===== src/rtl/cau_div_cell.sv =====
// one restoring division step for the real and imaginary quotients
// depends on nothing; chained by complex_arith_unit
module cau_div_cell #(
    parameter int PW = 32,
    parameter int QW = 17
) (
    input  logic          clk,
    input  logic [PW-1:0] den_in,
    input  logic [PW-1:0] rem_re_in,
    input  logic [PW-1:0] rem_im_in,
    input  logic [QW-1:0] low_re_in,
    input  logic [QW-1:0] low_im_in,
    input  logic [QW-1:0] quo_re_in,
    input  logic [QW-1:0] quo_im_in,
    output logic [PW-1:0] den_out,
    output logic [PW-1:0] rem_re_out,
    output logic [PW-1:0] rem_im_out,
    output logic [QW-1:0] low_re_out,
    output logic [QW-1:0] low_im_out,
    output logic [QW-1:0] quo_re_out,
    output logic [QW-1:0] quo_im_out
);

    logic [PW:0]   try_re, try_im;
    logic          ge_re, ge_im;
    logic [PW-1:0] rem_re_next, rem_im_next;

    // shift in the next numerator bit and trial subtract
    always_comb
    begin
        try_re      = {rem_re_in, low_re_in[QW-1]};
        try_im      = {rem_im_in, low_im_in[QW-1]};
        ge_re       = try_re >= {1'b0, den_in};
        ge_im       = try_im >= {1'b0, den_in};
        rem_re_next = ge_re ? PW'(try_re - {1'b0, den_in}) : PW'(try_re);
        rem_im_next = ge_im ? PW'(try_im - {1'b0, den_in}) : PW'(try_im);
    end

    // hand the step to the neighbor
    always_ff @(posedge clk)
    begin
        den_out    <= den_in;
        rem_re_out <= rem_re_next;
        rem_im_out <= rem_im_next;
        low_re_out <= {low_re_in[QW-2:0], 1'b0};
        low_im_out <= {low_im_in[QW-2:0], 1'b0};
        quo_re_out <= {quo_re_in[QW-2:0], ge_re};
        quo_im_out <= {quo_im_in[QW-2:0], ge_im};
    end

endmodule


===== config.mk =====
export PLATFORM = sky130hd
export DESIGN_NAME = cau_div_cell
export DESIGN_NICKNAME = d
export VERILOG_FILES = /design/src/rtl/cau_div_cell.sv
export SDC_FILE = /design/constraint.sdc
export NUM_CORES = 1
export LEC_CHECK = 0
export BUFFER_PORTS_ARGS = -buffer_cell sky130_fd_sc_hd__buf_2
export CAP_MARGIN = 10
export CORE_UTILIZATION = 49
export DETAILED_ROUTE_END_ITERATION = 12
export PLACE_DENSITY = 0.89
export SLEW_MARGIN = 10
export SYNTH_ARGS = -nofsm -noshare
export SYNTH_HDL_FRONTEND = slang
export SYNTH_SLANG_ARGS = --single-unit
export TNS_END_PERCENT = 1

===== constraint.sdc =====
create_clock -name clk -period 3 [get_ports clk]
set_input_delay 0.45 -clock clk [delete_from_list [all_inputs] [get_ports clk]]
set_output_delay 0.45 -clock clk [all_outputs]
set_load 0.01 [all_outputs]

== Yosys cells after proc, flatten, opt, wreduce, memory -nomap -nowiden ==
Index checks and enable logic that the tools add are counted.

* Flip-flop bits (word level): 162
* Bits of input ports: 165
* Output and inout port bits: 164
* Word-level logic and storage cells: 13

* $add $sub $neg: 2
* Magnitude comparators: 2
* Mux-type cells: 2

{| class="wikitable"
|+ Operators by type and width
! operator !! count
|-
| 33-bit by 32-bit greater-or-equal comparator with 1-bit output || 2
|-
| 32-bit 2-to-1 mux || 2
|-
| 32-bit subtractor || 2
|}

== Longest topological paths before layout ==
* Word-level depth: 2
* Depth in mapped cells: 13
* Gate-level depth less buffers: 11

== Least setup slack after synthesis ==
OpenSTA, ideal clock, no wires.

* Path kind: input-to-reg
* Start: input den_in[6]
* End: register rem_re_out[13]
* Arrival time: 2.656 ns
* Data required time: 2.877 ns
* Slack: 0.221 ns
* Stages on the path: 10
* Path buffers: 1
* Path through: inv_1 -> ha_1 -> a21o_1 -> a211o_1 -> o311a_4 -> a211oi_4 -> o21a_1 -> o21a_2 -> buf_6 -> mux2_1

* Cells in the longest elaborated chain, start to end: 2
* Elaborated cells between the ends (all ways): 3

{| class="wikitable"
|+ RTL lines
! element !! line !! RTL
|-
| start: declaration || 8 || <nowiki>input logic [PW-1:0] den_in,</nowiki>
|-
| 32-bit subtractor or 33-bit by 32-bit greater-or-equal comparator with 1-bit output (tied branches) || 35, 33 ||
|-
| 32-bit 2-to-1 mux * || 35 || <nowiki>rem_re_next = ge_re ? PW'(try_re - {1'b0, den_in}) : PW'(try_re);</nowiki>
|-
| net rem_re_next[13] || 26 || <nowiki>logic [PW-1:0] rem_re_next, rem_im_next;</nowiki>
|-
| end signal: assignment || 43 || <nowiki>rem_re_out <= rem_re_next;</nowiki>
|-
| end: declaration || 16 || <nowiki>output logic [PW-1:0] rem_re_out,</nowiki>
|}

Mark *: on every way through the listed nets, which the timed path passes. The rest lies on a longest branch.

== Final worst setup path ==
* Start: input den_in[0]
* End: register rem_im_out[30]

* Cells in the longest elaborated chain, start to end: 2
* Elaborated cells between the ends (all ways): 3

{| class="wikitable"
|+ RTL lines
! element !! line !! RTL
|-
| 32-bit subtractor or 33-bit by 32-bit greater-or-equal comparator with 1-bit output (tied branches) || 36, 34 ||
|-
| 32-bit 2-to-1 mux * || 36 || <nowiki>rem_im_next = ge_im ? PW'(try_im - {1'b0, den_in}) : PW'(try_im);</nowiki>
|-
| net rem_im_next[30] || 26 ||
|-
| end signal: assignment || 44 || <nowiki>rem_im_out <= rem_im_next;</nowiki>
|-
| end: declaration || 17 || <nowiki>output logic [PW-1:0] rem_im_out,</nowiki>
|}

Marked as above.

==> results.cfg <==
[power]
p_per_area_mw_per_mm2 = 584.2
power.total_mw = 6.290
ir_drop_mv = 0.3667
cellLeakagePower_nw = 5.479

[global_route]
grt_pass1_vias = 7457
grt_pass1_wl_um = 37380
grt_max_degree = 31
grt_overflow_total = 0
grtUsageTotal = 0.2944
grt_antenna_before_repair = 5

[layout]
drive_above_1_share = 0.3740
nets = 1457
final_area_mm2 = 0.01077
final.fill_count = 1294
area_delta_synth_final_pct = 35.46

[timing]
max_freq_mhz = 357.2
fin_crit_sh = 0.9333
setup_viol = 0
hold_viol_final = 0
worst_pin_slew_ps = 505.7
maxSlewHeadroom = 0.6593
rsz0062_at_grt = no
whs_ps = 129.4
fin_ws_ps = 200.2
period_needed_ps = 2800
slew_violations = 0

[critical_path]
crit_type = input port to flip-flop
cp_cell_sequence = buf_2 > ha_1 > fa_1 > nor2b_1 > o2111ai_1 > a311oi_1 > buf_4 > o31ai_1 > a21oi_1 > buf_4 > nor2_1 > buf_4 > o221ai_1 > mux2i_1
critical_path_buf_inv_count = 4
endpoint_kind = flip-flop
critPathArrivalTime_ps = 3090
critPathMaxStageDelay_ps = 420
cp.required_ps = 3290
crit_fanout = 5
timing.critical_path.mode_cell = buf_4
cpLargestDelayFamily = compound AO/OA/AOI/OAI gates
start_kind = input port
cp_slowest_cell = fa_1

[cts]
post_cts_buffers = 0
cts.sinks = 162
cts_resized = 0
htree_levels = 4
cts_buffer_depth = 2
cts_hold_buf = 0
cts-buffers-inserted = 17
cts-root-buf = clkbuf_16
cts_tree = done
clk_pin_slew_ps = 70

[synth]
post-synth-top-area-cell = dfxtp_1
synth_area_leaders = dfxtp_1, ha_1, mux2_4
synth_most_common_cell = dfxtp_1
synth_area_per_cell_um2 = 9.452
synth_cells = 841
ys_seq_area_frac = 0.4080
synthArstFlopShare = 0
synth-seq-cells = 162
ys_types = 69
synth_area_mm2 = 0.007949
yosysWarnings = 0
ys.flop_type = dfxtp_1
synth_edf_count = 0
ys_top_cells_by_count = dfxtp_1, nand2_1, ha_1
synth_top_cell_area_share = 0.4080

[floorplanning]
core-area_mm2 = 0.01589
rows = 46
die_y_um = 129.4
fp.dieW_um = 129.4
io_pins = 329
dieArea_mm2 = 0.01674
start_util = 0.5004

[drt]
vias_per_cell = 5.287
firstDrtPassIters = 6
post_drt_wl_per_cell_um = 17.06
drt-total-wl_um = 24900
drt-initial-drc-count = 524
drc = 0
ant_nets = 0
vias = 7719

[worst_hold_path]
hold_class = input port to flip-flop

[placement]
numPortBuffers = 324
placed_area_mm2 = 0.01021
dpl.hpwl_um = 20250
dp_slack_ps = -156.7
gp_congestion = 0.9416

[status]
status = complete, no violations

[run]
drv_cap = 0
==> final timing paths <==
path | start | endpoint | slack, ps | cells past startpoint
max | den_in[0] | rem_im_out[30] | 200 | 14
min | quo_im_in[15] | quo_im_out[16] | 130 | 1
==> area by class of cell <==
cell class,count,area (µm²),area share
flip-flops and latches,162,3243,0.3012
multi-input cells,594,4322,0.4013
clock buffers,17,425.4,0.03951
well taps,216,270.3,0.02510
inverters,61,229.0,0.02126
clock inverters,14,121.4,0.01127
diodes,6,15.01,0.001394
repair buffers,390,2142,0.1989
==> per-layer routing <==
layer,up-vias,part of all wire,global-route usage
met1,3519,0.39,0.3270
met4,0,0.047,0.1675
met2,335,0.50,0.5240
met3,82,0.065,0.05904
met5,-,0,0
li1,3783,-,-
==> through the flow <==
step,setup TNS (ps),util,instances
after global placement,-595.4,0.6425,1423
after floorplan,0,-,842
after CTS,0,0.6769,1454
after detailed placement,-1083,0.6425,1423
after global routing,0,0.6775,1458
final,0,0.6779,1460
==> cells in the final DEF, fill, tap and decap left out, types with 11 or more instances in the layout <==
cell type / n
a211oi_1: 11
ha_1: 64
inv_1: 59
a21o_1: 30
xnor2_1: 27
nand4_1: 14
xor2_1: 20
nor3_1: 16
nand2_1: 67
a21oi_1: 58
dfxtp_1: 162
nand3_1: 21
buf_4: 64
mux2_4: 26
o21ai_0: 54
nor2_1: 46
buf_2: 324
nor2b_1: 13
clkbuf_16: 17
==> power by group <==
group | internal, mW | leakage [nW] | switching, mW
clock network | 1.08 | 0.259 | 0.941
logic | 0.836 | 3.85 | 0.961
registers | 2.41 | 1.37 | 0.0631
total | 4.32 | 5.48 | 1.97
==> registers in the layout, summed over array words and instances (netlist names) <==
| register | flops |
|---|---|
| quo_im_out | 17 |
| den_out | 32 |
| rem_im_out | 32 |
| rem_re_out | 32 |
| quo_re_out | 17 |
| low_im_out | 16 |
| low_re_out | 16 |
==> cells by family (layout without fill, tap and decap cells) <==
group | count (synthesis) | after routing | synth area share
multiplexers | 38 | 38 | 0.06485
adder cells (fa/ha/maj) | 66 | 66 | 0.1058
AND/OR/NAND/NOR | 207 | 207 | 0.1259
AO/OA/AOI/OAI | 234 | 234 | 0.1944
buffers and inverters | 86 | 482 | 0.04879
XOR/XNOR | 47 | 47 | 0.05179
flip-flops | 162 | 162 | 0.4080
other | 1 | 8 | 0.0004718
Power figures use the tool's default switching activity.
